===== config.mk =====
export PLATFORM = sky130hd
export DESIGN_NAME = daily_time_switch_with_overrides_top_flat
export DESIGN_NICKNAME = d
export VERILOG_FILES = /design/src/hdl/dts_pkg.sv /design/src/hdl/dts_ifs.sv /design/src/hdl/daily_time_switch_with_overrides_top.sv /design/src/flat_wrapper.sv
export SDC_FILE = /design/constraint.sdc
export NUM_CORES = 1
export LEC_CHECK = 0
export BUFFER_PORTS_ARGS = -buffer_cell sky130_fd_sc_hd__buf_2
export CORE_MARGIN = 4
export CORE_UTILIZATION = 63
export CTS_CLUSTER_DIAMETER = 50
export DETAILED_ROUTE_END_ITERATION = 6
export HOLD_SLACK_MARGIN = 0.1
export PLACE_DENSITY = 0.89
export SLEW_MARGIN = 40
export SYNTH_ARGS = -nofsm -noshare
export SYNTH_HDL_FRONTEND = slang
export SYNTH_SLANG_ARGS = --single-unit
export TNS_END_PERCENT = 5

===== constraint.sdc =====
create_clock -name clk -period 6.7 [get_ports clk]
set_input_delay 0.335 -clock clk [delete_from_list [all_inputs] [get_ports clk]]
set_output_delay 0.335 -clock clk [all_outputs]
set_load 0.03 [all_outputs]

===== src/hdl/dts_pkg.sv =====
// Shared types and constants for the daily time switch with override modes.
// Used by the channel interfaces and by the top level; depends on nothing.
`default_nettype none

package dts_pkg;

    localparam int CHANNELS        = 3;
    localparam int ENTRY_SLOTS     = 2;
    localparam int ENTRY_W         = 18;
    localparam int DAY_W           = 17;
    localparam int TIMEOUT_W       = 17;
    localparam int NOW_W           = 32;
    localparam int FUNC_W          = 2;
    localparam int REG_IDX_W       = 3;
    localparam int CFG_DATA_W      = 18;
    localparam int DEFAULT_ENTRIES = 2;
    localparam int DEFAULT_STAMP_W = 32;

    localparam int CH_LIGHT  = 0;
    localparam int CH_CO2    = 1;
    localparam int CH_FILTER = 2;

    // Register map: two entry slots per channel from the base, then the timeouts.
    localparam logic [REG_IDX_W-1:0] REG_ENTRY_BASE          = 3'd0;
    localparam logic [REG_IDX_W-1:0] REG_FEEDING_TIMEOUT     = 3'd6;
    localparam logic [REG_IDX_W-1:0] REG_MAINTENANCE_TIMEOUT = 3'd7;

    localparam logic [ENTRY_W-1:0] ENTRY_RESET [CHANNELS][ENTRY_SLOTS] = '{
        '{18'd50401, 18'd158400},
        '{18'd39601, 18'd147600},
        '{18'd1,     18'd1}
    };

    localparam logic [TIMEOUT_W-1:0] FEEDING_TIMEOUT_RESET     = 17'd900;
    localparam logic [TIMEOUT_W-1:0] MAINTENANCE_TIMEOUT_RESET = 17'd7200;

    typedef enum logic [FUNC_W-1:0] {
        FUNC_TICK        = 2'd0,
        FUNC_FEEDING     = 2'd1,
        FUNC_MAINTENANCE = 2'd2
    } func_t;

    typedef enum logic [1:0] {
        MODE_SCHEDULE    = 2'd0,
        MODE_FEEDING     = 2'd1,
        MODE_MAINTENANCE = 2'd2
    } mode_t;

endpackage

`default_nettype wire


===== src/hdl/dts_ifs.sv =====
// Valid/ready channel interfaces for the command words and the status words.
// Depends on dts_pkg for the field widths.
`default_nettype none

interface dts_req_if import dts_pkg::*; ();
    logic                 valid;
    logic                 ready;
    logic [FUNC_W-1:0]    func;
    logic [DAY_W-1:0]     day_seconds;
    logic [NOW_W-1:0]     now_seconds;

    modport source (output valid, output func, output day_seconds, output now_seconds,
                    input ready);
    modport sink   (input valid, input func, input day_seconds, input now_seconds,
                    output ready);
endinterface

interface dts_rsp_if import dts_pkg::*; ();
    logic                 valid;
    logic                 ready;
    logic                 light_on;
    logic                 co2_on;
    logic                 filter_on;
    logic [1:0]           mode;
    logic [TIMEOUT_W-1:0] remaining;

    modport source (output valid, output light_on, output co2_on, output filter_on,
                    output mode, output remaining, input ready);
    modport sink   (input valid, input light_on, input co2_on, input filter_on,
                    input mode, input remaining, output ready);
endinterface

`default_nettype wire


===== src/hdl/daily_time_switch_with_overrides_top.sv =====
// Top level of the three-channel daily time switch with feeding and maintenance overrides.
// Depends on dts_pkg and on the channel interfaces in dts_ifs.sv.
`default_nettype none

// A command word is taken into an input register, evaluated in one pass of short compare
// and subtract logic; its status word moves into the result register as soon as that register
// is free or read on rsp, so every word gives exactly one status word. One word is accepted
// every clock while rsp keeps up; the input register can still take a word while a status
// word waits, and the block stalls only when both registers are full. Configuration writes
// take effect at the clock edge of the write and should be made while no word is in flight.
module daily_time_switch_with_overrides_top
    import dts_pkg::*;
#(
    parameter int ENTRIES_PER_CHANNEL = DEFAULT_ENTRIES,
    parameter int STAMP_WIDTH         = DEFAULT_STAMP_W
)
(
    input  wire logic                  clk,
    input  wire logic                  rst_n,
    dts_req_if.sink                    req,
    dts_rsp_if.source                  rsp,
    input  wire logic                  cfg_we,
    input  wire logic [REG_IDX_W-1:0]  cfg_index,
    input  wire logic [CFG_DATA_W-1:0] cfg_data
);

    // Configuration registers.
    logic [ENTRY_W-1:0]   entry_reg [CHANNELS][ENTRIES_PER_CHANNEL];
    logic [TIMEOUT_W-1:0] feed_to_reg;
    logic [TIMEOUT_W-1:0] maint_to_reg;

    // Input register.
    logic                 s1_valid_reg;
    logic [FUNC_W-1:0]    s1_func_reg;
    logic [DAY_W-1:0]     s1_day_reg;
    logic [NOW_W-1:0]     s1_now_reg;

    // Switch state.
    logic                   light_reg, co2_reg, filter_reg;
    logic                   feed_act_reg, maint_act_reg;
    logic [STAMP_WIDTH-1:0] feed_start_reg, maint_start_reg;

    logic                   light_next, co2_next, filter_next;
    logic                   feed_act_next, maint_act_next;
    logic [STAMP_WIDTH-1:0] feed_start_next, maint_start_next;

    // Result register.
    logic                 out_valid_reg;
    logic                 out_light_reg, out_co2_reg, out_filter_reg;
    mode_t                out_mode_reg;
    logic [TIMEOUT_W-1:0] out_rem_reg;

    mode_t                mode_next;
    logic [TIMEOUT_W-1:0] rem_next;

    logic                   advance;
    logic                   fire;
    logic [STAMP_WIDTH-1:0] now_s;
    logic [CHANNELS-1:0]    sched;
    logic [STAMP_WIDTH-1:0] feed_elapsed, maint_elapsed;
    logic                   feed_expired, maint_expired;
    logic [TIMEOUT_W-1:0]   feed_left, maint_left;

    assign advance   = !out_valid_reg || rsp.ready;
    assign fire      = s1_valid_reg && advance;
    assign req.ready = !s1_valid_reg || advance;

    generate
        if (STAMP_WIDTH > NOW_W) begin : g_now_wide
            assign now_s = {{(STAMP_WIDTH - NOW_W){1'b0}}, s1_now_reg};
        end else if (STAMP_WIDTH == NOW_W) begin : g_now_same
            assign now_s = s1_now_reg;
        end else begin : g_now_narrow
            assign now_s = s1_now_reg[STAMP_WIDTH-1:0];
        end
    endgenerate

    // Schedule lookup. Before the first entry or at and after the last one, the last
    // entry's state holds; between them the first entry's state holds.
    always_comb
    begin
        for (int ch = 0; ch < CHANNELS; ch++)
        begin
            if ((s1_day_reg < entry_reg[ch][0][ENTRY_W-1:1])
                || (s1_day_reg >= entry_reg[ch][ENTRIES_PER_CHANNEL-1][ENTRY_W-1:1]))
            begin
                sched[ch] = entry_reg[ch][ENTRIES_PER_CHANNEL-1][0];
            end
            else
            begin
                sched[ch] = entry_reg[ch][0][0];
            end
        end
    end

    // Next switch state for the word in the input register.
    always_comb
    begin
        light_next       = light_reg;
        co2_next         = co2_reg;
        filter_next      = filter_reg;
        feed_act_next    = feed_act_reg;
        maint_act_next   = maint_act_reg;
        feed_start_next  = feed_start_reg;
        maint_start_next = maint_start_reg;
        unique case (s1_func_reg)
            FUNC_TICK:
            begin
                if (feed_act_reg)
                begin
                    if (feed_expired)
                    begin
                        feed_act_next = 1'b0;
                    end
                end
                else if (maint_act_reg)
                begin
                    if (maint_expired)
                    begin
                        maint_act_next = 1'b0;
                    end
                end
                else
                begin
                    light_next  = sched[CH_LIGHT];
                    co2_next    = sched[CH_CO2];
                    filter_next = sched[CH_FILTER];
                end
            end
            FUNC_FEEDING:
            begin
                if (!maint_act_reg)
                begin
                    feed_act_next = !feed_act_reg;
                    if (!feed_act_reg)
                    begin
                        feed_start_next = now_s;
                        light_next      = 1'b1;
                        co2_next        = 1'b0;
                        filter_next     = 1'b0;
                    end
                end
            end
            FUNC_MAINTENANCE:
            begin
                if (!feed_act_reg)
                begin
                    maint_act_next = !maint_act_reg;
                    if (!maint_act_reg)
                    begin
                        maint_start_next = now_s;
                        light_next       = 1'b1;
                        co2_next         = 1'b0;
                        filter_next      = 1'b0;
                    end
                end
            end
            default:
            begin
            end
        endcase
    end

    // The elapsed time of a running override is taken from its stored start stamp. A mode
    // that is only now being entered starts at this word's stamp, so its full timeout is left.
    assign feed_elapsed  = now_s - feed_start_reg;
    assign maint_elapsed = now_s - maint_start_reg;
    assign feed_expired  = feed_elapsed >= STAMP_WIDTH'(feed_to_reg);
    assign maint_expired = maint_elapsed >= STAMP_WIDTH'(maint_to_reg);
    assign feed_left     = !feed_act_reg ? feed_to_reg :
                           feed_expired ? '0 : feed_to_reg - feed_elapsed[TIMEOUT_W-1:0];
    assign maint_left    = !maint_act_reg ? maint_to_reg :
                           maint_expired ? '0 : maint_to_reg - maint_elapsed[TIMEOUT_W-1:0];

    always_comb
    begin
        priority if (feed_act_next)
        begin
            mode_next = MODE_FEEDING;
            rem_next  = feed_left;
        end
        else if (maint_act_next)
        begin
            mode_next = MODE_MAINTENANCE;
            rem_next  = maint_left;
        end
        else
        begin
            mode_next = MODE_SCHEDULE;
            rem_next  = '0;
        end
    end

    // Configuration registers.
    always_ff @(posedge clk or negedge rst_n)
    begin
        if (!rst_n)
        begin
            for (int ch = 0; ch < CHANNELS; ch++)
            begin
                for (int e = 0; e < ENTRIES_PER_CHANNEL; e++)
                begin
                    entry_reg[ch][e] <= ENTRY_RESET[ch][e];
                end
            end
            feed_to_reg  <= FEEDING_TIMEOUT_RESET;
            maint_to_reg <= MAINTENANCE_TIMEOUT_RESET;
        end
        else if (cfg_we)
        begin
            for (int ch = 0; ch < CHANNELS; ch++)
            begin
                for (int e = 0; e < ENTRIES_PER_CHANNEL; e++)
                begin
                    if (cfg_index == REG_ENTRY_BASE + REG_IDX_W'(ch * ENTRY_SLOTS + e))
                    begin
                        entry_reg[ch][e] <= cfg_data[ENTRY_W-1:0];
                    end
                end
            end
            if (cfg_index == REG_FEEDING_TIMEOUT)
            begin
                feed_to_reg <= cfg_data[TIMEOUT_W-1:0];
            end
            if (cfg_index == REG_MAINTENANCE_TIMEOUT)
            begin
                maint_to_reg <= cfg_data[TIMEOUT_W-1:0];
            end
        end
    end

    // Input register.
    always_ff @(posedge clk or negedge rst_n)
    begin
        if (!rst_n)
        begin
            s1_valid_reg <= 1'b0;
        end
        else if (req.valid && req.ready)
        begin
            s1_valid_reg <= 1'b1;
        end
        else if (advance)
        begin
            s1_valid_reg <= 1'b0;
        end
    end

    always_ff @(posedge clk)
    begin
        if (req.valid && req.ready)
        begin
            s1_func_reg <= req.func;
            s1_day_reg  <= req.day_seconds;
            s1_now_reg  <= req.now_seconds;
        end
    end

    // Switch state, updated as a word moves into the result register.
    always_ff @(posedge clk or negedge rst_n)
    begin
        if (!rst_n)
        begin
            light_reg       <= 1'b0;
            co2_reg         <= 1'b0;
            filter_reg      <= 1'b0;
            feed_act_reg    <= 1'b0;
            maint_act_reg   <= 1'b0;
            feed_start_reg  <= '0;
            maint_start_reg <= '0;
        end
        else if (fire)
        begin
            light_reg       <= light_next;
            co2_reg         <= co2_next;
            filter_reg      <= filter_next;
            feed_act_reg    <= feed_act_next;
            maint_act_reg   <= maint_act_next;
            feed_start_reg  <= feed_start_next;
            maint_start_reg <= maint_start_next;
        end
    end

    // Result register.
    always_ff @(posedge clk or negedge rst_n)
    begin
        if (!rst_n)
        begin
            out_valid_reg <= 1'b0;
        end
        else if (advance)
        begin
            out_valid_reg <= s1_valid_reg;
        end
    end

    always_ff @(posedge clk)
    begin
        if (fire)
        begin
            out_light_reg  <= light_next;
            out_co2_reg    <= co2_next;
            out_filter_reg <= filter_next;
            out_mode_reg   <= mode_next;
            out_rem_reg    <= rem_next;
        end
    end

    assign rsp.valid     = out_valid_reg;
    assign rsp.light_on  = out_light_reg;
    assign rsp.co2_on    = out_co2_reg;
    assign rsp.filter_on = out_filter_reg;
    assign rsp.mode      = out_mode_reg;
    assign rsp.remaining = out_rem_reg;

`ifndef SYNTHESIS
    a_modes_exclusive: assert property (@(posedge clk) disable iff (!rst_n)
        !(feed_act_reg && maint_act_reg))
        else $error("feeding and maintenance overrides active together");

    a_override_outputs: assert property (@(posedge clk) disable iff (!rst_n)
        (feed_act_reg || maint_act_reg) |-> (light_reg && !co2_reg && !filter_reg))
        else $error("channel states not forced during an override");

    a_schedule_no_remaining: assert property (@(posedge clk) disable iff (!rst_n)
        (out_valid_reg && out_mode_reg == MODE_SCHEDULE) |-> (out_rem_reg == '0))
        else $error("remaining time reported in schedule mode");

    a_word_moves_on: assert property (@(posedge clk) disable iff (!rst_n)
        fire |=> out_valid_reg)
        else $error("evaluated word did not reach the result register");
`endif

endmodule

`default_nettype wire


===== src/flat_wrapper.sv =====
// flat-port wrapper written by rule: the top's interface ports become plain ports
module daily_time_switch_with_overrides_top_flat import dts_pkg::*;
#(
    parameter int ENTRIES_PER_CHANNEL = DEFAULT_ENTRIES,
    parameter int STAMP_WIDTH         = DEFAULT_STAMP_W
)
  (clk, rst_n, cfg_we, cfg_index, cfg_data, req_valid, req_func, req_day_seconds, req_now_seconds, req_ready, rsp_valid, rsp_light_on, rsp_co2_on, rsp_filter_on, rsp_mode, rsp_remaining, rsp_ready);
  dts_req_if req_i ();
  dts_rsp_if rsp_i ();
  input  wire logic clk;
  input  wire logic rst_n;
  input  wire logic cfg_we;
  input  wire logic [REG_IDX_W-1:0] cfg_index;
  input  wire logic [CFG_DATA_W-1:0] cfg_data;
  input wire logic [$bits(req_i.valid)-1:0] req_valid;
  input wire logic [$bits(req_i.func)-1:0] req_func;
  input wire logic [$bits(req_i.day_seconds)-1:0] req_day_seconds;
  input wire logic [$bits(req_i.now_seconds)-1:0] req_now_seconds;
  output wire logic [$bits(req_i.ready)-1:0] req_ready;
  output wire logic [$bits(rsp_i.valid)-1:0] rsp_valid;
  output wire logic [$bits(rsp_i.light_on)-1:0] rsp_light_on;
  output wire logic [$bits(rsp_i.co2_on)-1:0] rsp_co2_on;
  output wire logic [$bits(rsp_i.filter_on)-1:0] rsp_filter_on;
  output wire logic [$bits(rsp_i.mode)-1:0] rsp_mode;
  output wire logic [$bits(rsp_i.remaining)-1:0] rsp_remaining;
  input wire logic [$bits(rsp_i.ready)-1:0] rsp_ready;
  assign req_i.valid = req_valid;
  assign req_i.func = req_func;
  assign req_i.day_seconds = req_day_seconds;
  assign req_i.now_seconds = req_now_seconds;
  assign req_ready = req_i.ready;
  assign rsp_valid = rsp_i.valid;
  assign rsp_light_on = rsp_i.light_on;
  assign rsp_co2_on = rsp_i.co2_on;
  assign rsp_filter_on = rsp_i.filter_on;
  assign rsp_mode = rsp_i.mode;
  assign rsp_remaining = rsp_i.remaining;
  assign rsp_i.ready = rsp_ready;
  daily_time_switch_with_overrides_top #(.ENTRIES_PER_CHANNEL(ENTRIES_PER_CHANNEL), .STAMP_WIDTH(STAMP_WIDTH)) u_core (.clk(clk), .rst_n(rst_n), .req(req_i), .rsp(rsp_i), .cfg_we(cfg_we), .cfg_index(cfg_index), .cfg_data(cfg_data));
endmodule

==> results of run 1 <==
[area by class of cell]
cell class	instances	area (um^2)
multi-input combinational	1382	10500
fill	1965	7960
sequential	286	7570
timing repair buffer	172	1220
clock buffer	53	1050
inverter	257	965
tap	390	488
clock inverter	15	148
antenna	1	2.50
[power by group]
part / internal (uW) / total [uW] / switching, uW
Sequential: 2280 / 2550 / 276
Clock: 1150 / 1940 / 797
Combinational: 2450 / 6020 / 3570
Total: 5880 / 10500 / 4640
[synth_stat cells, types with 19 or more instances]
cell / number
inv_1: 257
ha_1: 228
dfrtp_1: 177
nand2_1: 172
o21ai_0: 168
mux2_2: 112
a21oi_1: 106
a21o_1: 77
edfxtp_1: 73
nor2_1: 62
clkbuf_1: 48
xnor2_1: 37
dfstp_2: 36
xor2_1: 33
nand3_1: 29
nand2b_1: 25
o22ai_1: 25
nand4_1: 20
nor2b_1: 19
[kinds of logic (layout without fill, tap and decap cells)]
| logic type | after synthesis | count (layout) |
|---|---|---|
| AOI/OAI and AO/OA | 550 | 550 |
| other | 0 | 1 |
| buffers and inverters | 320 | 497 |
| and+or+nand+nor | 410 | 410 |
| xor gates and xnor gates | 70 | 70 |
| muxes | 120 | 120 |
| DFF | 286 | 286 |
| adders and majority gates | 232 | 232 |
[metrics by stage]
stage / total power, uW / utilization (%) / setup slack, ps / cell area (um^2) / std cells
4_1_cts: 10400 / 73.2 / 897 / 21900 / 2554
5_1_grt: 11200 / 73.3 / 435 / 21900 / 2556
6_report: 10500 / 73.3 / 768 / 21900 / 2556
3_5_place_dp: 8320 / 67.3 / 952 / 20100 / 2431
2_1_floorplan: 6940 / - / 1820 / 19200 / 1988
3_3_place_gp: 8090 / 67.1 / 1160 / 20100 / 2425
[worst register-to-register path, stage by stage (launching register included)]
cell	delay [ps]
edfxtp_1	390
inv_1	110
ha_1	180
inv_1	60
fa_1	410
a21oi_1	210
o2bb2ai_1	150
o31ai_2	480
o21ai_0	300
nand3_1	150
nand2_1	70
xor2_1	170
ha_1	350
nand4_1	150
inv_1	70
a221oi_1	270
o41ai_1	170
a2111oi_1	450
nand4_1	120
nand4bb_2	400
o31ai_4	250
buf_4	270
a211oi_4	140
a221o_1	370
[how the worst min path moves through the flow]
stage,endpoint,slack [ps],cells past startpoint
2_1_floorplan,u_core.co2_reg,40,0
3_3_place_gp,u_core.rsp.valid,460,1
3_5_place_dp,u_core.filter_reg,490,1
4_1_cts,u_core.entry_reg[95],100,3
5_1_grt,u_core.entry_reg[95],130,3
6_report,u_core.entry_reg[95],120,3
[per-layer routing]
layer  GRT usage (%)  vias up  share of wire (%)
met3            4.62      217                7.8
met4            12.5        0                4.6
li1                -     7360                  -
met1            41.4     7817                 41
met2            50.5      812                 47
met5               0        -                  0
[repair_timing]
item                                   CTS  global route
endpoints found under the hold margin  136             0
setup buffers                            0             0
hold buffers                            55             0
gates resized for setup                  0             0
==> results.py, run 1 <==
metrics = {
    "status": {
        "status": "complete, no violations",
    },
    "clocking": {
        "clk_path_buf_depth": 3,
        "cts_buffers": 37,
        "ctsHtreeMaxLevel": 2,
        "cts_root_buffer": "clkbuf_16",
        "clock-sinks": 286,
        "clk_latency_ps": 540,
        "cts_tree": "built",
        "clk_pin_slew_ps": 60,
    },
    "logic_synthesis": {
        "yosys.area_share.simple_pct": 10.4,
        "ys.warnings.count": 0,
        "synth-edff-count": 73,
        "yosysTopAreaCell": "dfrtp_1",
        "synth_xor_area_share_pct": 3.19,
        "synth.mux.area_fraction_pct": 6.98,
        "synth_adder_area_share_pct": 15.3,
        "synth-compound-area-share_pct": 18.5,
        "postSynth.asyncResetShare_pct": 74.5,
        "synth.yosys.seq_area_share_pct": 39.4,
        "yosys_most_used_dff": "dfrtp_1",
        "synth.net_count": 2297,
        "synthTopCellsByArea": "dfrtp_1 (23%), ha_1 (15%), edfxtp_1 (11%), mux2_2 (6.6%), inv_1 (5.0%)",
        "syn_inst": 1988,
        "netlist_area_um2": 19200,
        "synth_top_family_by_area": "compound AO/OA/AOI/OAI gates",
        "ys_types": 83,
        "avgSynthCellArea_um2": 9.67,
        "synth_top_area_share_pct": 23.0,
        "synth-seq-cells": 286,
    },
    "floorplan": {
        "ios": 101,
        "start_util_pct": 64.4,
        "core_um2": 29900,
        "die-area_um2": 33400,
        "rows": 63,
        "die-width_um": 183,
        "die_h_um": 183,
    },
    "global_routing": {
        "antenna_found_initial": 1,
        "grt_usage_pct": 30.8,
        "grt_pass1_vias": 16300,
        "grt_max_degree": 97,
        "grt_pass1_wl_um": 83300,
        "grt_remaining_overflow": 0,
    },
    "setup_path": {
        "worst_path_max_delay_cell": "o31ai_2",
        "critPathCaptureType": "flip-flop",
        "cp.arrival_ps": 6200,
        "critPathLaunchType": "flip-flop",
        "cp_num_cells": 23,
        "rrSetupSlack_ps": 770,
        "crit_chain": "inv_1 -> ha_1 -> inv_1 -> fa_1 -> a21oi_1 -> o2bb2ai_1 -> o31ai_2 -> o21ai_0 -> nand3_1 -> nand2_1 -> xor2_1 -> ha_1 -> nand4_1 -> inv_1 -> a221oi_1 -> o41ai_1 -> a2111oi_1 -> nand4_1 -> nand4bb_2 -> o31ai_4 -> buf_4 -> a211oi_4 -> a221o_1",
        "r2r_cells": 23,
        "worstSetupPathType": "reg2reg",
        "crit_path_end": "u_core.rsp.remaining[9]",
        "crit_top_cell": "inv_1",
        "r2r_start": "u_core.now_s[0]",
        "slowest_delay_ps": 480,
        "path_delay_family": "compound AO/OA/AOI/OAI gates",
        "cp-startpoint": "u_core.now_s[0]",
        "worst-path-buf-inv": 4,
        "worst_r2r_endpoint": "u_core.rsp.remaining[9]",
        "path_max_fanout": 19,
        "cp_data_required_time_ps": 6970,
    },
    "sta": {
        "rsz0062_at_grt": "no",
        "worst_pin_slew_ps": 873,
        "worst_slew_margin_rel_pct": 41.4,
        "setup_violations": 0,
        "finalSetupTns_ps": 0,
        "hold_viol": 0,
        "fin_crit_ps": 5930,
        "clock.fmax_ghz": 0.169,
        "period_share_pct": 88.5,
        "whs_ps": 115,
        "finalClockSkew_ps": 21.5,
        "final_max_slew_viol_count": 0,
    },
    "placed_design": {
        "io_buffer_count": 100,
        "place.gp.congestion": 0.914,
        "place_hpwl_um": 36600,
    },
    "route": {
        "drt-total-wl_um": 52200,
        "drt-pass1-iter-count": 6,
        "drc": 0,
        "routedWlPerCell_um": 20.4,
        "drtIter0Drc": 1526,
        "ant_nets": 0,
        "viasPerCell": 6.34,
        "vias": 16200,
    },
    "hold_path": {
        "worstHoldPathType": "in2reg",
        "worstHoldStart": "cfg_data[5]",
    },
    "layout": {
        "drive_gt1_share_pct": 16.1,
        "largest_register_ffs": 108,
        "final_common_cell": "inv_1",
        "nets": 2445,
        "syn_to_final_growth_pct": 14.0,
        "final_cell_mix": "inv_1 (257), ha_1 (228), dfrtp_1 (177)",
    },
    "job": {
        "drv_cap": 0,
    },
    "pwr": {
        "p_leak_uw": 0.0103,
        "p_per_area_nw_per_um2": 480,
        "irDropWorstVdd_mv": 0.280,
    },
}
(Power assumes the default switching activity.)
==> run 2: changes to the inputs <==
Settings changed: CTS_BUF_LIST from default to sky130_fd_sc_hd__clkbuf_16.
==> run 2 against run 1 <==
Against the previous run:
- fmax is 0.85% higher
- register-to-register slack better by 50 ps
- combinational power hardly changed
- largest power group unchanged
==> results.py, run 2 (same netlist as run 1, synthesis figures left out) <==
metrics = {
    "global_routing": {
        "grt_pass1_vias": 16300,
        "grt_usage_pct": 30.5,
        "grt_pass1_wl_um": 82700,
        "antenna_found_initial": 1,
        "grt_remaining_overflow": 0,
        "grt_max_degree": 97,
    },
    "status": {
        "status": "complete, no violations",
    },
    "floorplan": {
        "core_um2": 29900,
        "ios": 101,
        "start_util_pct": 64.4,
        "die_h_um": 183,
        "die-width_um": 183,
        "rows": 63,
        "die-area_um2": 33400,
    },
    "pwr": {
        "p_leak_uw": 0.0103,
        "irDropWorstVdd_mv": 0.283,
        "p_per_area_nw_per_um2": 478,
    },
    "clocking": {
        "clk_latency_ps": 540,
        "clk_pin_slew_ps": 60,
        "cts_buffers": 37,
        "ctsHtreeMaxLevel": 2,
        "cts_tree": "built",
        "clock-sinks": 286,
        "postCtsSetupBuffers": 0,
        "cts_root_buffer": "clkbuf_16",
        "clk_path_buf_depth": 3,
    },
    "job": {
        "drv_cap": 0,
    },
    "hold_path": {
        "worstHoldPathCells": 3,
        "worstHoldPathType": "in2reg",
        "worstHoldStart": "cfg_data[4]",
        "hold_end": "u_core.entry_reg[58]",
    },
    "route": {
        "ant_nets": 0,
        "routedWlPerCell_um": 20.2,
        "viasPerCell": 6.32,
        "met1_length_um": 21100,
        "vias": 16200,
        "met2_length_um": 24300,
        "drt-total-wl_um": 51600,
        "drtIter0Drc": 1628,
        "top_layer": "met4",
        "routed-wl-met3_um": 3840,
        "drc": 0,
        "drt-pass1-iter-count": 6,
    },
    "layout": {
        "largest_register_ffs": 108,
        "nets": 2445,
        "final_cell_mix": "inv_1 (268), ha_1 (228), dfrtp_1 (177)",
        "finalNonFillerCells": 2556,
        "drive_gt1_share_pct": 15.9,
        "final_common_cell": "inv_1",
        "syn_to_final_growth_pct": 13.7,
    },
    "placed_design": {
        "dp_cells": 2431,
        "io_buffer_count": 100,
        "place.gp.congestion": 0.914,
        "place_hpwl_um": 36600,
    },
    "sta": {
        "rsz0062_at_grt": "no",
        "fin_crit_ps": 5880,
        "finalSetupTns_ps": 0,
        "setup_violations": 0,
        "worst_slew_margin_rel_pct": 42.0,
        "finalClockSkew_ps": 21.7,
        "clock.fmax_ghz": 0.170,
        "period_share_pct": 87.8,
        "hold_viol": 0,
        "final_max_slew_viol_count": 0,
        "worst_pin_slew_ps": 863,
    },
    "setup_path": {
        "cp_data_required_time_ps": 6970,
        "critPathLaunchType": "flip-flop",
        "worst_r2r_endpoint": "u_core.rsp.remaining[16]",
        "path_max_fanout": 19,
        "critPathCaptureType": "flip-flop",
        "worstSetupPathType": "reg2reg",
        "rrSetupSlack_ps": 820,
        "r2r_start": "u_core.now_s[0]",
        "r2r_cells": 23,
        "cp.arrival_ps": 6150,
    },
}
==> run 2: cell count changes in the layout (fill, tap and decap cells not counted), sizes merged <==
cell    previous run  this run
clkinv             4         8
inv              264       275
clkbuf            53        38
==> run 2: worst max-delay path: stages, from the launching register on <==
cell,delay (ps)
edfxtp_1,390
inv_1,110
ha_1,180
inv_1,60
fa_1,410
a21oi_1,210
o2bb2ai_1,140
o31ai_2,480
o21ai_0,300
nand3_1,150
nand2_1,70
xor2_1,160
ha_1,350
nand4_1,150
inv_1,70
a221oi_1,270
o41ai_1,170
a2111oi_1,450
nand4_1,120
nand4bb_2,390
o31ai_4,250
buf_4,270
a211oi_4,130
a221o_1,360
==> run 2: cell type report <==
cell class / instances / area (um^2)
diodes: 1 / 2.50
clock buffers: 38 / 951
clock inverters: 30 / 204
fillers: 1989 / 8010
inverters: 257 / 965
multi-input cells: 1382 / 10500
flip-flops and latches: 286 / 7570
well taps: 390 / 488
repair buffers: 172 / 1220
==> run 2: metrics by stage <==
| step | cell area, um^2 | total power [uW] | util, % | setup slack, ps | hold WS [ps] |
|---|---|---|---|---|---|
| floorplan | 19200 | 6940 | - | 1820 | 39.4 |
| global placement | 20100 | 8090 | 67.1 | 1160 | 460 |
| detailed placement | 20100 | 8320 | 67.3 | 952 | 488 |
| CTS | 21800 | 10300 | 73.1 | 906 | 108 |
| global route | 21900 | 11200 | 73.2 | 456 | 147 |
| finish | 21900 | 10400 | 73.2 | 818 | 144 |
==> run 2: worst max-delay path by stage <==
stage,slack [ps],to,startpoint,depth (start not counted)
after detailed placement,950,u_core.rsp.remaining[9],u_core.now_s[0],23
final,820,u_core.rsp.remaining[16],u_core.now_s[0],23
after floorplan,1820,u_core.rsp.remaining[11],u_core.now_s[0],23
after global routing,460,u_core.rsp.remaining[16],u_core.now_s[0],23
after global placement,1160,u_core.rsp.remaining[16],u_core.now_s[0],23
after CTS,910,u_core.rsp.remaining[16],u_core.now_s[0],23
==> run 2: metal layers <==
layer / up-vias / global-route usage [%]
met5: - / 0
met4: 0 / 12.2
met3: 190 / 4.35
met2: 765 / 49.8
met1: 7844 / 41.3
li1: 7359 / -
==> run 2: timing repair <==
action                                  in CTS  in global routing
endpoints found under the setup margin       0                  0
resized for setup                            0                  0
hold buffers                                55                  0
endpoints found under the hold margin      136                  0
==> run 2: power by group <==
part           internal [uW]  leakage [uW]  switching, uW  total (uW)
registers               2280       0.00322            274        2550
logic                   2450       0.00649           3560        6020
clock network           1080      0.000603            789        1870
